### config.mk
export PLATFORM = sky130hd
export DESIGN_NAME = ppp_async_hdlc_framer_core
export DESIGN_NICKNAME = d
export VERILOG_FILES = /design/src/rtl/pahf_pkg.sv /design/src/rtl/pahf_fifo.sv /design/src/rtl/pahf_front.sv /design/src/rtl/pahf_back.sv /design/src/rtl/ppp_async_hdlc_framer_core.sv
export SDC_FILE = /design/constraint.sdc
export NUM_CORES = 1
export LEC_CHECK = 0
export ABC_AREA = 1
export BUFFER_PORTS_ARGS = -buffer_cell sky130_fd_sc_hd__buf_2
export CORE_ASPECT_RATIO = 0.8
export CORE_MARGIN = 1
export CORE_UTILIZATION = 45
export DETAILED_ROUTE_END_ITERATION = 16
export MAX_ROUTING_LAYER = met4
export PLACE_DENSITY = 0.73
export SYNTH_ARGS = -nofsm -noshare
export SYNTH_HDL_FRONTEND = slang
export SYNTH_SLANG_ARGS = --single-unit
export TNS_END_PERCENT = 5
### constraint.sdc
create_clock -name clk_i -period 4.42 [get_ports clk_i]
set_clock_uncertainty 0.05 [all_clocks]
set_input_delay 0.221 -clock clk_i [delete_from_list [all_inputs] [get_ports clk_i]]
set_output_delay 0.221 -clock clk_i [all_outputs]
set_load 0.01 [all_outputs]
### src/rtl/pahf_pkg.sv
`timescale 1ns / 1ps

package pahf_pkg;

  // Framing constants of the asynchronous HDLC-like link.
  localparam logic [7:0]  FLAG_BYTE = 8'h7E;
  localparam logic [7:0]  ESC_BYTE  = 8'h7D;
  localparam logic [7:0]  ESC_XOR   = 8'h20;
  localparam logic [7:0]  CTRL_LIMIT = 8'h20;
  localparam logic [15:0] FCS_INIT  = 16'hFFFF;
  localparam logic [15:0] FCS_POLY  = 16'h8408;

  // Leading bytes of an LCP frame: address, control, protocol.
  localparam int PATTERN_LEN = 4;
  localparam logic [7:0] LCP_PATTERN [PATTERN_LEN] = '{8'hFF, 8'h03, 8'hC0, 8'h21};

  // Default header hold length and depth of the front to back queue.
  localparam int HEADER_LEN_DEFAULT = 4;
  localparam int FIFO_DEPTH = 4;

  // One request from the front to the back part.
  typedef struct packed {
    logic [7:0]  data;  // raw frame byte
    logic        mode;  // control characters are escaped too
    logic        sof;   // send the opening flag before the byte
    logic        eof;   // send the FCS and the closing flag after the byte
    logic [15:0] fcs;   // complemented FCS, valid with eof
  } entry_t;

  // Output sequencer phases of the back part.
  typedef enum logic [2:0] {
    PH_OPEN,
    PH_DATA,
    PH_FCS_LO,
    PH_FCS_HI,
    PH_CLOSE
  } phase_e;

  // One byte of the reflected CRC-16 used as the PPP frame check sequence.
  function automatic logic [15:0] fcs_update(logic [15:0] fcs, logic [7:0] b);
    logic [15:0] f;
    f = fcs ^ {8'h00, b};
    for (int k = 0; k < 8; k++) begin
      if (f[0]) begin
        f = (f >> 1) ^ FCS_POLY;
      end else begin
        f = f >> 1;
      end
    end
    return f;
  endfunction

  // A byte needs an escape pair when it is a flag, an escape, or, in LCP
  // frames, a control character.
  function automatic logic needs_esc(logic [7:0] b, logic mode);
    return (b == FLAG_BYTE) || (b == ESC_BYTE) || (mode && (b < CTRL_LIMIT));
  endfunction

endpackage

### src/rtl/pahf_fifo.sv
`timescale 1ns / 1ps

module pahf_fifo
  import pahf_pkg::*;
(
  input  logic   clk_i,
  input  logic   rst_ni,
  input  logic   push_i,
  input  entry_t push_data_i,
  output logic   full_o,
  input  logic   pop_i,
  output entry_t pop_data_o,
  output logic   empty_o
);

  localparam int PtrW = (FIFO_DEPTH > 1) ? $clog2(FIFO_DEPTH) : 1;
  localparam int CntW = $clog2(FIFO_DEPTH + 1);

  entry_t            mem_q [FIFO_DEPTH];
  logic [PtrW-1:0]   wr_ptr_q, wr_ptr_d;
  logic [PtrW-1:0]   rd_ptr_q, rd_ptr_d;
  logic [CntW-1:0]   count_q, count_d;
  logic              do_push, do_pop;

  assign full_o     = (count_q == CntW'(FIFO_DEPTH));
  assign empty_o    = (count_q == '0);
  assign pop_data_o = mem_q[rd_ptr_q];
  assign do_push    = push_i && !full_o;
  assign do_pop     = pop_i && !empty_o;

  // Pointer and fill count update with wrap at the queue depth.
  always_comb begin
    wr_ptr_d = wr_ptr_q;
    rd_ptr_d = rd_ptr_q;
    count_d  = count_q;
    if (do_push) begin
      wr_ptr_d = (wr_ptr_q == PtrW'(FIFO_DEPTH - 1)) ? '0 : wr_ptr_q + 1'b1;
    end
    if (do_pop) begin
      rd_ptr_d = (rd_ptr_q == PtrW'(FIFO_DEPTH - 1)) ? '0 : rd_ptr_q + 1'b1;
    end
    if (do_push && !do_pop) begin
      count_d = count_q + 1'b1;
    end else if (do_pop && !do_push) begin
      count_d = count_q - 1'b1;
    end
  end

  always_ff @(posedge clk_i or negedge rst_ni) begin
    if (!rst_ni) begin
      wr_ptr_q <= '0;
      rd_ptr_q <= '0;
      count_q  <= '0;
    end else begin
      wr_ptr_q <= wr_ptr_d;
      rd_ptr_q <= rd_ptr_d;
      count_q  <= count_d;
    end
  end

  // Storage needs no reset; the fill count guards every read.
  always_ff @(posedge clk_i) begin
    if (do_push) begin
      mem_q[wr_ptr_q] <= push_data_i;
    end
  end

endmodule

### src/rtl/pahf_front.sv
`timescale 1ns / 1ps

module pahf_front
  import pahf_pkg::*;
#(
  parameter int HeaderLen = HEADER_LEN_DEFAULT
) (
  input  logic       clk_i,
  input  logic       rst_ni,
  input  logic       in_valid_i,
  output logic       in_stall_o,
  input  logic [7:0] data_byte_i,
  input  logic       frame_end_i,
  output logic       push_o,
  output entry_t     push_data_o,
  input  logic       full_i
);

  localparam int HoldDepth = (HeaderLen > PATTERN_LEN) ? HeaderLen : PATTERN_LEN;
  localparam int IdxW = $clog2(HoldDepth);
  localparam int CntW = $clog2(HeaderLen + 1);

  logic [7:0]      hold_q [HoldDepth];
  logic [CntW-1:0] hcnt_q, hcnt_d;
  logic            mode_q, mode_d;
  logic [15:0]     fcs_q, fcs_d;
  logic            flush_q, flush_d;
  logic [IdxW-1:0] fidx_q, fidx_d;
  logic [IdxW-1:0] flast_q;
  logic            fend_q;
  logic            fmode_q;
  logic [15:0]     ffcs_q;

  logic            accept;
  logic [15:0]     fcs_next;
  logic            in_hold;
  logic            in_header;
  logic            match;
  logic [7:0]      cmp_byte;

  // The input waits while held header bytes drain into the queue or while the queue is full.
  assign in_stall_o = flush_q || full_i;
  assign accept     = in_valid_i && !in_stall_o;
  assign fcs_next   = fcs_update(fcs_q, data_byte_i);
  assign in_hold    = (hcnt_q < CntW'(HeaderLen - 1)) && !frame_end_i;
  assign in_header  = (hcnt_q < CntW'(HeaderLen));

  // LCP detection over the held bytes and the current one. A frame that
  // ends before the full pattern could be seen is never LCP when the
  // header is long enough to hold the whole pattern.
  always_comb begin
    match    = 1'b1;
    cmp_byte = data_byte_i;
    if ((HeaderLen >= PATTERN_LEN) && (int'(hcnt_q) < PATTERN_LEN - 1)) begin
      match = 1'b0;
    end
    for (int i = 0; i < PATTERN_LEN; i++) begin
      cmp_byte = (i < int'(hcnt_q)) ? hold_q[i] : data_byte_i;
      if ((i <= int'(hcnt_q)) && (cmp_byte != LCP_PATTERN[i])) begin
        match = 1'b0;
      end
    end
  end

  // Requests to the queue: drained header bytes first, then body bytes.
  always_comb begin
    push_o      = 1'b0;
    push_data_o = '{data: data_byte_i, mode: mode_q, sof: 1'b0,
                    eof: frame_end_i, fcs: ~fcs_next};
    if (flush_q) begin
      push_o      = !full_i;
      push_data_o = '{data: hold_q[fidx_q], mode: fmode_q, sof: (fidx_q == '0),
                      eof: fend_q && (fidx_q == flast_q), fcs: ffcs_q};
    end else if (accept && !in_hold && !in_header) begin
      push_o = 1'b1;
    end
  end

  // Frame state: header count, escape mode, running FCS and drain control.
  always_comb begin
    hcnt_d  = hcnt_q;
    mode_d  = mode_q;
    fcs_d   = fcs_q;
    flush_d = flush_q;
    fidx_d  = fidx_q;
    if (accept) begin
      fcs_d = fcs_next;
      if (in_hold) begin
        hcnt_d = hcnt_q + 1'b1;
      end else if (in_header) begin
        flush_d = 1'b1;
        fidx_d  = '0;
        hcnt_d  = CntW'(HeaderLen);
        mode_d  = match;
      end
      if (frame_end_i) begin
        hcnt_d = '0;
        mode_d = 1'b0;
        fcs_d  = FCS_INIT;
      end
    end
    if (flush_q && !full_i) begin
      if (fidx_q == flast_q) begin
        flush_d = 1'b0;
      end else begin
        fidx_d = fidx_q + 1'b1;
      end
    end
  end

  always_ff @(posedge clk_i or negedge rst_ni) begin
    if (!rst_ni) begin
      hcnt_q  <= '0;
      mode_q  <= 1'b0;
      fcs_q   <= FCS_INIT;
      flush_q <= 1'b0;
      fidx_q  <= '0;
    end else begin
      hcnt_q  <= hcnt_d;
      mode_q  <= mode_d;
      fcs_q   <= fcs_d;
      flush_q <= flush_d;
      fidx_q  <= fidx_d;
    end
  end

  // Header bytes and the drain descriptor are payload and need no reset.
  always_ff @(posedge clk_i) begin
    if (accept && (in_hold || in_header)) begin
      hold_q[IdxW'(hcnt_q)] <= data_byte_i;
    end
    if (accept && !in_hold && in_header) begin
      flast_q <= IdxW'(hcnt_q);
      fend_q  <= frame_end_i;
      fmode_q <= match;
      ffcs_q  <= ~fcs_next;
    end
  end

endmodule

### src/rtl/pahf_back.sv
`timescale 1ns / 1ps

module pahf_back
  import pahf_pkg::*;
(
  input  logic       clk_i,
  input  logic       rst_ni,
  output logic       pop_o,
  input  entry_t     pop_data_i,
  input  logic       empty_i,
  output logic       out_valid_o,
  input  logic       out_stall_i,
  output logic [7:0] out_byte_o,
  output logic       out_last_o
);

  entry_t     cur_q;
  logic       cur_valid_q, cur_valid_d;
  phase_e     phase_q, phase_d;
  logic       esc_q, esc_d;
  logic       ov_q;
  logic [7:0] ob_q;
  logic       ol_q;

  logic       load_ok;
  logic       emit;
  logic       adv;
  logic       done;
  logic [7:0] sel_byte;
  logic [7:0] emit_byte;
  logic       emit_last;

  // The output register takes a new byte when empty or being drained.
  assign load_ok = !ov_q || !out_stall_i;
  assign emit    = cur_valid_q && load_ok;

  // Byte that the current phase sends.
  always_comb begin
    case (phase_q)
      PH_FCS_LO: sel_byte = cur_q.fcs[7:0];
      PH_FCS_HI: sel_byte = cur_q.fcs[15:8];
      default:   sel_byte = cur_q.data;
    endcase
  end

  // Output decode: flag, escape pair halves or plain byte.
  always_comb begin
    emit_byte = sel_byte;
    emit_last = 1'b0;
    adv       = 1'b1;
    esc_d     = 1'b0;
    unique case (phase_q) inside
      PH_OPEN: begin
        emit_byte = FLAG_BYTE;
      end
      PH_DATA, PH_FCS_LO, PH_FCS_HI: begin
        if (esc_q) begin
          emit_byte = sel_byte ^ ESC_XOR;
        end else if (needs_esc(sel_byte, cur_q.mode)) begin
          emit_byte = ESC_BYTE;
          adv       = 1'b0;
          esc_d     = 1'b1;
        end
      end
      PH_CLOSE: begin
        emit_byte = FLAG_BYTE;
        emit_last = 1'b1;
      end
      default: begin
        emit_byte = FLAG_BYTE;
      end
    endcase
  end

  // Next phase; a request is done after its data byte or its closing flag.
  always_comb begin
    phase_d = phase_q;
    done    = 1'b0;
    unique case (phase_q)
      PH_OPEN:   phase_d = PH_DATA;
      PH_DATA: begin
        if (adv && cur_q.eof) begin
          phase_d = PH_FCS_LO;
        end else begin
          done = adv;
        end
      end
      PH_FCS_LO: if (adv) phase_d = PH_FCS_HI;
      PH_FCS_HI: if (adv) phase_d = PH_CLOSE;
      PH_CLOSE:  done = 1'b1;
      default:   done = 1'b1;
    endcase
  end

  // Take the next request in the cycle the current one finishes.
  assign pop_o = !empty_i && (!cur_valid_q || (emit && done));

  always_comb begin
    cur_valid_d = cur_valid_q;
    if (pop_o) begin
      cur_valid_d = 1'b1;
    end else if (emit && done) begin
      cur_valid_d = 1'b0;
    end
  end

  always_ff @(posedge clk_i or negedge rst_ni) begin
    if (!rst_ni) begin
      cur_valid_q <= 1'b0;
      phase_q     <= PH_OPEN;
      esc_q       <= 1'b0;
      ov_q        <= 1'b0;
    end else begin
      cur_valid_q <= cur_valid_d;
      if (pop_o) begin
        phase_q <= pop_data_i.sof ? PH_OPEN : PH_DATA;
        esc_q   <= 1'b0;
      end else if (emit) begin
        phase_q <= phase_d;
        esc_q   <= esc_d;
      end
      if (load_ok) begin
        ov_q <= emit;
      end
    end
  end

  // Current request and output payload.
  always_ff @(posedge clk_i) begin
    if (pop_o) begin
      cur_q <= pop_data_i;
    end
    if (emit) begin
      ob_q <= emit_byte;
      ol_q <= emit_last;
    end
  end

  assign out_valid_o = ov_q;
  assign out_byte_o  = ob_q;
  assign out_last_o  = ol_q;

endmodule

### src/rtl/ppp_async_hdlc_framer_core.sv
`timescale 1ns / 1ps

// PPP asynchronous HDLC-like framer. Raw frame bytes come in with frame_end
// on the last one; framed bytes go out with out_last on the closing flag.
// The first HeaderLen-1 bytes are held until byte HeaderLen (or the frame
// end) arrives, and a frame starting FF 03 C0 21 is framed as LCP with
// control characters escaped; the held bytes then drain into a four-entry
// request queue at one per cycle while it has room, and the input stalls
// meanwhile. After the header a byte is taken every cycle while the queue
// has room. The output sequencer sends one byte per cycle while the output
// is not stalled: a plain byte goes out as itself, an escaped byte as an
// escape pair, and the frame end adds two to four FCS bytes and the closing
// flag. A stalled output byte waits in the output register while the input
// side keeps filling the queue.
module ppp_async_hdlc_framer_core
  import pahf_pkg::*;
#(
  parameter int HeaderLen = HEADER_LEN_DEFAULT
) (
  input  logic       clk_i,
  input  logic       rst_ni,
  input  logic       in_valid_i,
  output logic       in_stall_o,
  input  logic [7:0] data_byte_i,
  input  logic       frame_end_i,
  output logic       out_valid_o,
  input  logic       out_stall_i,
  output logic [7:0] out_byte_o,
  output logic       out_last_o
);

  logic   push;
  entry_t push_data;
  logic   full;
  logic   pop;
  entry_t pop_data;
  logic   empty;

  // Header hold, LCP detection and FCS accumulation.
  pahf_front #(
    .HeaderLen(HeaderLen)
  ) u_front (
    .clk_i      (clk_i),
    .rst_ni     (rst_ni),
    .in_valid_i (in_valid_i),
    .in_stall_o (in_stall_o),
    .data_byte_i(data_byte_i),
    .frame_end_i(frame_end_i),
    .push_o     (push),
    .push_data_o(push_data),
    .full_i     (full)
  );

  // Request queue between the two halves.
  pahf_fifo u_fifo (
    .clk_i      (clk_i),
    .rst_ni     (rst_ni),
    .push_i     (push),
    .push_data_i(push_data),
    .full_o     (full),
    .pop_i      (pop),
    .pop_data_o (pop_data),
    .empty_o    (empty)
  );

  // Flags, escaping and FCS emission.
  pahf_back u_back (
    .clk_i      (clk_i),
    .rst_ni     (rst_ni),
    .pop_o      (pop),
    .pop_data_i (pop_data),
    .empty_i    (empty),
    .out_valid_o(out_valid_o),
    .out_stall_i(out_stall_i),
    .out_byte_o (out_byte_o),
    .out_last_o (out_last_o)
  );

endmodule

==> impl_metrics.xml, run 1 <==
<?xml version="1.0" encoding="UTF-8"?>
<metrics>
  <group name="placed_design">
    <metric name="placement.io_buffers" unit="">23</metric>
    <metric name="place.gp.congestion" unit="">0.8409</metric>
    <metric name="detailed_place_hpwl" unit="um">12750</metric>
  </group>
  <group name="finish">
    <metric name="filler_cell_count" unit="">1796</metric>
    <metric name="antennaDiodeCount" unit="">0</metric>
    <metric name="layout-drive-gt1-share" unit="%">12.31</metric>
    <metric name="area_growth_syn_to_layout" unit="%">12.75</metric>
    <metric name="final-seq-area" unit="um^2">6777</metric>
    <metric name="finish.net_count" unit="">886</metric>
    <metric name="multi_input_comb_area" unit="um^2">2527</metric>
  </group>
  <group name="worst_setup_path">
    <metric name="critPathTopFamily" unit="">simple AND/OR/NAND/NOR gates</metric>
    <metric name="worst_ep_required_time" unit="ps">4760</metric>
    <metric name="crit_path_start" unit="">u_back.phase_q[1]$_DFFE_PN0P_</metric>
    <metric name="worst_path_most_repeated_cell" unit="">sky130_fd_sc_hd__nand2_1</metric>
    <metric name="timing.critical_path.arrival" unit="ps">3280</metric>
    <metric name="cp_cell_sequence" unit="">nand2_1 -&gt; nor2_4 -&gt; nand2_1 -&gt; nand2_1 -&gt; nor2_1 -&gt; nor2_1 -&gt; nand2_1 -&gt; o21bai_2 -&gt; nand3_1 -&gt; nand2_2 -&gt; nand2_4 -&gt; nand2_8 -&gt; ha_1 -&gt; inv_1 -&gt; fa_1 -&gt; a21oi_1 -&gt; o21ai_0 -&gt; xor2_1</metric>
    <metric name="timing.rr.start" unit="">u_back.phase_q[1]$_DFFE_PN0P_</metric>
    <metric name="critPathMaxStageDelay" unit="ps">520</metric>
    <metric name="critPathSlowestCell" unit="">sky130_fd_sc_hd__dfrtp_1</metric>
    <metric name="worst-path-buf-inv" unit="">1</metric>
    <metric name="timing.critical_path.to_type" unit="">flop</metric>
    <metric name="critPathMaxFanout" unit="">9</metric>
    <metric name="timing_worst_setup_path_type" unit="">reg2reg</metric>
    <metric name="start_kind" unit="">flop</metric>
  </group>
  <group name="global_routing">
    <metric name="globalRouteOverflowTotal" unit="">0</metric>
    <metric name="all_layer_global_routing_usage" unit="%">18.67</metric>
    <metric name="antenna_found_initial" unit="">0</metric>
    <metric name="grt_first_pass_wirelength" unit="um">31360</metric>
    <metric name="vias_in_the_first_global_route" unit="">5889</metric>
    <metric name="grt_start_max_net_pins" unit="">57</metric>
  </group>
  <group name="clocking">
    <metric name="number_of_clock_sinks" unit="">231</metric>
    <metric name="clk_pin_slew_worst_paths" unit="ps">60</metric>
    <metric name="cts-root-buf" unit="">sky130_fd_sc_hd__clkbuf_16</metric>
    <metric name="number_of_h_tree_branching_levels" unit="">1</metric>
    <metric name="cts_tree" unit="">done</metric>
    <metric name="cts_resized" unit="">0</metric>
    <metric name="post_cts_repair_setup_buffers" unit="">0</metric>
    <metric name="clock_path_buffers" unit="">3</metric>
    <metric name="worstSkewPairLatency" unit="ps">520</metric>
    <metric name="numCtsBuffers" unit="">23</metric>
  </group>
  <group name="synthesis">
    <metric name="synth_nets" unit="">849</metric>
    <metric name="yosysWarnings" unit="">0</metric>
    <metric name="synth-edff-count" unit="">195</metric>
    <metric name="post_synth_top_flop" unit="">sky130_fd_sc_hd__edfxtp_1</metric>
    <metric name="synthCells" unit="">823</metric>
    <metric name="ys_ff_latch" unit="">231</metric>
    <metric name="asyncSetResetFlopFracSynth" unit="%">15.58</metric>
    <metric name="area_of_the_mapped_netlist" unit="um^2">9741</metric>
    <metric name="syn_avg_cell_area" unit="um^2">11.84</metric>
    <metric name="ys_seq_area_share" unit="%">69.57</metric>
    <metric name="library_cells_used_by_synthesis" unit="">43</metric>
  </group>
  <group name="floorplan">
    <metric name="die_width" unit="um">166.5</metric>
    <metric name="die_span_y" unit="um">133.6</metric>
    <metric name="rows" unit="">47</metric>
    <metric name="die_area" unit="um^2">22240</metric>
    <metric name="num_io_pins" unit="">24</metric>
    <metric name="initial_utilization" unit="%">46.53</metric>
    <metric name="placeableCoreArea" unit="um^2">20940</metric>
  </group>
  <group name="route">
    <metric name="drt_pass1_iterations" unit="">12</metric>
    <metric name="routed-via-count" unit="">6042</metric>
    <metric name="post_route_met1_wirelength" unit="um">9178</metric>
    <metric name="topRoutingLayerUsed" unit="">met4</metric>
    <metric name="routed_wirelength" unit="um">19550</metric>
    <metric name="amount_of_wire_on_met3_after_detailed_routing" unit="um">1308</metric>
    <metric name="post-route-drc-count" unit="">4</metric>
    <metric name="wl_met2" unit="um">8742</metric>
    <metric name="wl_per_cell" unit="um">17.06</metric>
    <metric name="viasPerCell" unit="">5.272</metric>
    <metric name="drt-initial-drc-count" unit="">534</metric>
    <metric name="final_antenna_net_count" unit="">0</metric>
  </group>
  <group name="timing">
    <metric name="slew_headroom" unit="%">36.24</metric>
    <metric name="finalWorstPathRequiredPeriod" unit="ps">2941</metric>
    <metric name="worst_slew_pin_slew" unit="ps">956.4</metric>
    <metric name="period_share" unit="%">66.54</metric>
    <metric name="max_freq" unit="MHz">340.0</metric>
    <metric name="grt_setup_unrepaired" unit="">no</metric>
    <metric name="tns" unit="ps">0</metric>
    <metric name="timing_max_transition_violations_final" unit="">0</metric>
    <metric name="hold_viol" unit="">0</metric>
    <metric name="setup-violations-final" unit="">0</metric>
  </group>
  <group name="pwr">
    <metric name="power.leakage" unit="nW">4.117</metric>
    <metric name="power_density_over_the_cells" unit="nW/um^2">816.3</metric>
    <metric name="p_total" unit="mW">8.966</metric>
    <metric name="worst_ir_drop_vdd" unit="mV">0.4600</metric>
  </group>
  <group name="hold_path">
    <metric name="min_path_type" unit="">in2reg</metric>
    <metric name="min_from" unit="">data_byte_i[0]</metric>
  </group>
  <group name="status">
    <metric name="violations_in_the_final_reports" unit="">DRC</metric>
    <metric name="outcome" unit="">finished, violations left</metric>
  </group>
  <group name="flow_run">
    <metric name="drv.max_cap_violation_count" unit="">0</metric>
  </group>
</metrics>
-- power breakdown --
group / switching [mW] / internal (mW)
clock: 0.801 / 1.08
sequential: 0.323 / 3.69
combinational: 2.17 / 0.906
-- cell usage in the layout, fill, tap and decap left out, drive strengths merged --
cell type | Yosys | routed
edfxtp | 195 | 195
nor2 | 110 | 110
nand2 | 109 | 109
o21ai | 95 | 95
inv | 86 | 87
o22ai | 35 | 35
buf | 3 | 33
clkbuf | 26 | 26
nand3 | 26 | 26
a21oi | 21 | 21
dfrtp | 20 | 20
xnor2 | 17 | 17
dfstp | 16 | 16
ha | 12 | 12
clkinv | 3 | 12
xor2 | 10 | 10
nand4 | 9 | 9
a31oi | 8 | 8
dlygate4sd3 | 0 | 8
a2bb2oi | 6 | 6
clkinvlp | 0 | 4
a22oi | 3 | 3
nor3 | 2 | 2
o211ai | 2 | 2
bufinv | 0 | 2
or2 | 1 | 1
o21bai | 1 | 1
o31ai | 1 | 1
a2111oi | 1 | 1
o41ai | 1 | 1
nor4 | 1 | 1
mux2 | 1 | 1
a32o | 1 | 1
fa | 1 | 1
-- per-stage QoR --
stage / instances / cell area, um^2 / hold WS (ps) / util, % / worst slack (ps)
3_3_place_gp: 1096 / 10170 / 366.4 / 48.57 / 1544
6_report: 1146 / 10980 / 19.77 / 52.46 / 1479
3_5_place_dp: 1096 / 10170 / 366.4 / 48.57 / 1483
2_1_floorplan: 823 / 9741 / -124.6 / - / 1729
5_1_grt: 1146 / 10980 / 9.129 / 52.46 / 1149
4_1_cts: 1146 / 10980 / 9.671 / 52.46 / 1479
-- worst paths after layout --
check	end	slack, ps	depth (start not counted)
max in group asynchronous	u_front.flush_q$_DFF_PN0_	3370	2
min in group asynchronous	u_back.out_valid_o$_DFFE_PN0P_	330	2
min reg2reg	u_back.out_valid_o$_DFFE_PN0P_	440	2
max reg2reg	u_fifo.count_q[2]$_DFFE_PN0P_	1480	18
min	u_front.hold_q[2][0]$_DFFE_PP_	20	1
max	u_fifo.count_q[2]$_DFFE_PN0P_	1480	18
-- cell type report --
| type | count | area share (%) |
|---|---|---|
| tap | 269 | 3.064 |
| inverter | 89 | 3.064 |
| sequential | 231 | 61.70 |
| clock inverter | 16 | 1.356 |
| multi-input combinational | 474 | 23.01 |
| clock buffer | 26 | 5.343 |
| timing repair buffer | 41 | 2.461 |
-- logic make-up (layout without fill, tap and decap cells) --
| family | Yosys count | in the layout | share of synthesized area [%] |
|---|---|---|---|
| and+or+nand+nor | 258 | 258 | 11.39 |
| DFF | 231 | 231 | 69.57 |
| AOI/OAI and AO/OA | 175 | 175 | 10.16 |
| buffers and inverters | 118 | 172 | 4.586 |
| xor gates and xnor gates | 27 | 27 | 2.428 |
| adders and majority gates | 13 | 13 | 1.747 |
| muxes | 1 | 1 | 0.1156 |
-- cells in the mapped netlist (3+ instances only) --
master	count	area, um^2
sky130_fd_sc_hd__a21oi_1	20	100.1
sky130_fd_sc_hd__a22oi_1	3	22.52
sky130_fd_sc_hd__a2bb2oi_1	6	52.55
sky130_fd_sc_hd__a31oi_1	8	50.05
sky130_fd_sc_hd__clkbuf_1	26	97.59
sky130_fd_sc_hd__clkinv_1	3	11.26
sky130_fd_sc_hd__dfrtp_1	20	500.5
sky130_fd_sc_hd__dfstp_2	16	420.4
sky130_fd_sc_hd__edfxtp_1	195	5856
sky130_fd_sc_hd__ha_1	12	150.1
sky130_fd_sc_hd__inv_1	82	307.8
sky130_fd_sc_hd__inv_2	3	11.26
sky130_fd_sc_hd__nand2_1	105	394.1
sky130_fd_sc_hd__nand3_1	22	110.1
sky130_fd_sc_hd__nand3_2	3	30.03
sky130_fd_sc_hd__nand4_1	9	56.30
sky130_fd_sc_hd__nor2_1	105	394.1
sky130_fd_sc_hd__nor2_2	4	25.02
sky130_fd_sc_hd__o21ai_0	92	460.4
sky130_fd_sc_hd__o21ai_1	3	15.01
sky130_fd_sc_hd__o22ai_1	35	219.0
sky130_fd_sc_hd__xnor2_1	17	148.9
sky130_fd_sc_hd__xor2_1	10	87.58
-- registers in the layout, summed over array words and instances (netlist names), 2 cells and up --
register,cells
u_front.flast_q,2
u_front.hcnt_q,3
u_back.out_byte_o,8
u_fifo.wr_ptr_q,2
u_fifo.mem_q,108
u_front.hold_q,32
u_back.phase_q,3
u_back.cur_q,26
u_fifo.count_q,3
u_front.fidx_q,2
u_fifo.rd_ptr_q,2
u_front.ffcs_q,16
u_front.fcs_q,16
-- layer usage --
metal	track usage (%)	vias to the layer above
li1	-	2952
met1	26.47	2873
met2	28.62	189
met3	3.030	28
met4	3.755	0
met5	-	-
-- timing repair --
action                                 in CTS  in global routing
setup endpoints to repair                   0                  0
endpoints found under the hold margin      42                  0
hold buffers                                8                  0
Note: power is estimated with default switching activity, not from simulation.
==> run 2: changes to the inputs <==
clock period = 2.9 ns   (was 4.42 ns; I/O delays follow)
==> run 2 against run 1 <==
The run still ends with DRC left; total power is 57% higher; utilization is 0.93 points higher; worst hold slack better by 94 ps; design area is 1.8% higher; critical path type unchanged; critical endpoint is now u_fifo.count_q[1]$_DFFE_PN0P_; highest routed layer unchanged.
==> impl_metrics.xml, run 2 (synthesized netlist as in run 1, its figures left out) <==
<?xml version="1.0" encoding="UTF-8"?>
<metrics>
  <group name="timing">
    <metric name="worst_slew_pin_slew" unit="ps">912.4</metric>
    <metric name="finalWorstPathRequiredPeriod" unit="ps">2689</metric>
    <metric name="slew_headroom" unit="%">39.17</metric>
    <metric name="timing_max_transition_violations_final" unit="">0</metric>
    <metric name="finalWorstSetupSlack" unit="ps">210.9</metric>
    <metric name="hold_viol" unit="">0</metric>
    <metric name="max_freq" unit="MHz">371.9</metric>
    <metric name="grt_setup_unrepaired" unit="">no</metric>
    <metric name="tns" unit="ps">0</metric>
    <metric name="period_share" unit="%">92.73</metric>
    <metric name="setup-violations-final" unit="">0</metric>
  </group>
  <group name="placed_design">
    <metric name="detailed_place.area" unit="um^2">10260</metric>
    <metric name="detailed_place_hpwl" unit="um">12810</metric>
    <metric name="place.gp.congestion" unit="">0.8615</metric>
    <metric name="placement.io_buffers" unit="">23</metric>
    <metric name="detailedPlace.worstSlack" unit="ps">104.6</metric>
  </group>
  <group name="floorplan">
    <metric name="placeableCoreArea" unit="um^2">20940</metric>
    <metric name="num_io_pins" unit="">24</metric>
    <metric name="rows" unit="">47</metric>
    <metric name="die_span_y" unit="um">133.6</metric>
    <metric name="die_area" unit="um^2">22240</metric>
    <metric name="die_width" unit="um">166.5</metric>
    <metric name="initial_utilization" unit="%">46.53</metric>
  </group>
  <group name="global_routing">
    <metric name="all_layer_global_routing_usage" unit="%">18.83</metric>
    <metric name="grt_start_max_net_pins" unit="">57</metric>
    <metric name="antenna_found_initial" unit="">0</metric>
    <metric name="grt_first_pass_wirelength" unit="um">31640</metric>
    <metric name="globalRouteOverflowTotal" unit="">0</metric>
    <metric name="vias_in_the_first_global_route" unit="">5954</metric>
  </group>
  <group name="finish">
    <metric name="layout.cells.most_common" unit="">sky130_fd_sc_hd__edfxtp_1</metric>
    <metric name="commonest_non_fill_non_tap_cells_in_the_layout" unit="">sky130_fd_sc_hd__edfxtp_1, sky130_fd_sc_hd__nand2_1, sky130_fd_sc_hd__nor2_1</metric>
    <metric name="final_area" unit="um^2">11180</metric>
    <metric name="antennaDiodeCount" unit="">0</metric>
    <metric name="finish.net_count" unit="">901</metric>
    <metric name="largest_reg_flops" unit="">108</metric>
    <metric name="final_util" unit="%">53.39</metric>
    <metric name="largest_register" unit="">u_fifo.mem_q</metric>
    <metric name="area_growth_syn_to_layout" unit="%">14.76</metric>
    <metric name="biggestRegsByFlops" unit="">u_fifo.mem_q (108), u_front.hold_q (32), u_back.cur_q (26)</metric>
    <metric name="layout-drive-gt1-share" unit="%">14.13</metric>
  </group>
  <group name="clocking">
    <metric name="clk_pin_slew_worst_paths" unit="ps">60</metric>
    <metric name="cts-root-buf" unit="">sky130_fd_sc_hd__clkbuf_16</metric>
    <metric name="cts_tree" unit="">done</metric>
    <metric name="clock_path_buffers" unit="">3</metric>
    <metric name="numCtsBuffers" unit="">23</metric>
    <metric name="number_of_clock_sinks" unit="">231</metric>
    <metric name="worstSkewPairLatency" unit="ps">520</metric>
    <metric name="number_of_h_tree_branching_levels" unit="">1</metric>
  </group>
  <group name="worst_setup_path">
    <metric name="worst-path-buf-inv" unit="">2</metric>
    <metric name="timing.critical_path.to_type" unit="">flop</metric>
    <metric name="cp_cell_sequence" unit="">inv_4 -&gt; nand2_8 -&gt; nor2_2 -&gt; nand2_1 -&gt; nand4_1 -&gt; nor2_1 -&gt; o21bai_2 -&gt; nand3_1 -&gt; nand2_2 -&gt; nand2_4 -&gt; nand2_8 -&gt; ha_1 -&gt; inv_1 -&gt; fa_2 -&gt; mux2_2</metric>
    <metric name="critPathTopFamily" unit="">simple AND/OR/NAND/NOR gates</metric>
    <metric name="timing.critical_path.arrival" unit="ps">3030</metric>
    <metric name="critPathSlowestCell" unit="">sky130_fd_sc_hd__dfrtp_2</metric>
    <metric name="start_kind" unit="">flop</metric>
    <metric name="timing_worst_setup_path_type" unit="">reg2reg</metric>
    <metric name="critPathMaxFanout" unit="">10</metric>
    <metric name="worst_ep_required_time" unit="ps">3240</metric>
    <metric name="timing.reg2reg.worst_path_depth" unit="">15</metric>
    <metric name="critPathMaxStageDelay" unit="ps">460</metric>
    <metric name="cp_num_cells" unit="">15</metric>
    <metric name="worst_path_most_repeated_cell" unit="">sky130_fd_sc_hd__nand2_8</metric>
  </group>
  <group name="route">
    <metric name="routed_wirelength" unit="um">19760</metric>
    <metric name="final_antenna_net_count" unit="">0</metric>
    <metric name="drt-initial-drc-count" unit="">588</metric>
    <metric name="routed-via-count" unit="">6123</metric>
    <metric name="drt_pass1_iterations" unit="">11</metric>
    <metric name="post-route-drc-count" unit="">4</metric>
    <metric name="wl_per_cell" unit="um">17.02</metric>
    <metric name="viasPerCell" unit="">5.274</metric>
  </group>
  <group name="pwr">
    <metric name="worst_ir_drop_vdd" unit="mV">0.6525</metric>
    <metric name="p_total" unit="mW">14.04</metric>
    <metric name="power_density_over_the_cells" unit="nW/um^2">1256</metric>
    <metric name="power.leakage" unit="nW">4.213</metric>
  </group>
  <group name="status">
    <metric name="violations_in_the_final_reports" unit="">DRC</metric>
    <metric name="outcome" unit="">finished, violations left</metric>
  </group>
  <group name="hold_path">
    <metric name="number_of_cells_traversed_by_the_worst_hold_path" unit="">5</metric>
    <metric name="min_path_type" unit="">in2reg</metric>
  </group>
  <group name="flow_run">
    <metric name="drv.max_cap_violation_count" unit="">0</metric>
  </group>
</metrics>
-- run 2: path summary, 6_finish.rpt --
kind                                                startpoint                        endpoint  slack (ps)
worst max-delay path             u_back.phase_q[2]$_DFFE_PN0P_   u_fifo.count_q[1]$_DFFE_PN0P_         210
worst min-delay path                                in_valid_i   u_front.fcs_q[11]$_DFFE_PN1P_         110
worst max register to register   u_back.phase_q[2]$_DFFE_PN0P_   u_fifo.count_q[1]$_DFFE_PN0P_         210
worst min register to register  u_back.out_valid_o$_DFFE_PN0P_  u_back.out_valid_o$_DFFE_PN0P_         440
max in group asynchronous                               rst_ni   u_back.phase_q[2]$_DFFE_PN0P_        1930
min in group asynchronous                               rst_ni  u_back.out_valid_o$_DFFE_PN0P_         240
-- run 2: layer usage --
metal | up-vias | wire, um | track usage (%)
met2 | 163 | 8736 | 28.90
li1 | 2990 | - | -
met1 | 2939 | 9636 | 26.46
met4 | 0 | 405 | 4.835
met5 | - | 0 | -
met3 | 31 | 979 | 2.733
-- run 2: through the flow --
stage | instances | hold slack, ps
2_1_floorplan | 823 | -200.6
3_3_place_gp | 1107 | 260.3
3_5_place_dp | 1107 | 284.3
4_1_cts | 1160 | 100.7
5_1_grt | 1161 | 137.6
6_report | 1161 | 114.1
-- run 2: cell type report --
type                       instances  area [um^2]
fill                            1769         9757
sequential                       231         6779
multi-input combinational        474         2544
clock buffer                      28        614.3
timing repair buffer              56        402.9
inverter                          89        339.1
tap                              269        336.6
clock inverter                    14        162.7
-- run 2: worst min-delay path: cells and delay by family --
kind | cells | cell delay [ps]
AO/OA/AOI/OAI | 1 | 120
buffers and inverters | 3 | 340
AND/OR/NAND/NOR | 1 | 60
-- run 2: what timing repair did --
action | CTS | global route
hold buffers | 11 | 0
hold endpoints to repair | 55 | 0
resized for setup | 0 | 8
buffers inserted | 0 | 1
setup endpoints to repair | 0 | 2
-- run 2: report_power, final --
part	internal, mW	total, mW	switching (mW)
clock	1.79	3.03	1.24
combinational	1.54	4.94	3.40
sequential	5.62	6.08	0.454
total	8.95	14.0	5.10
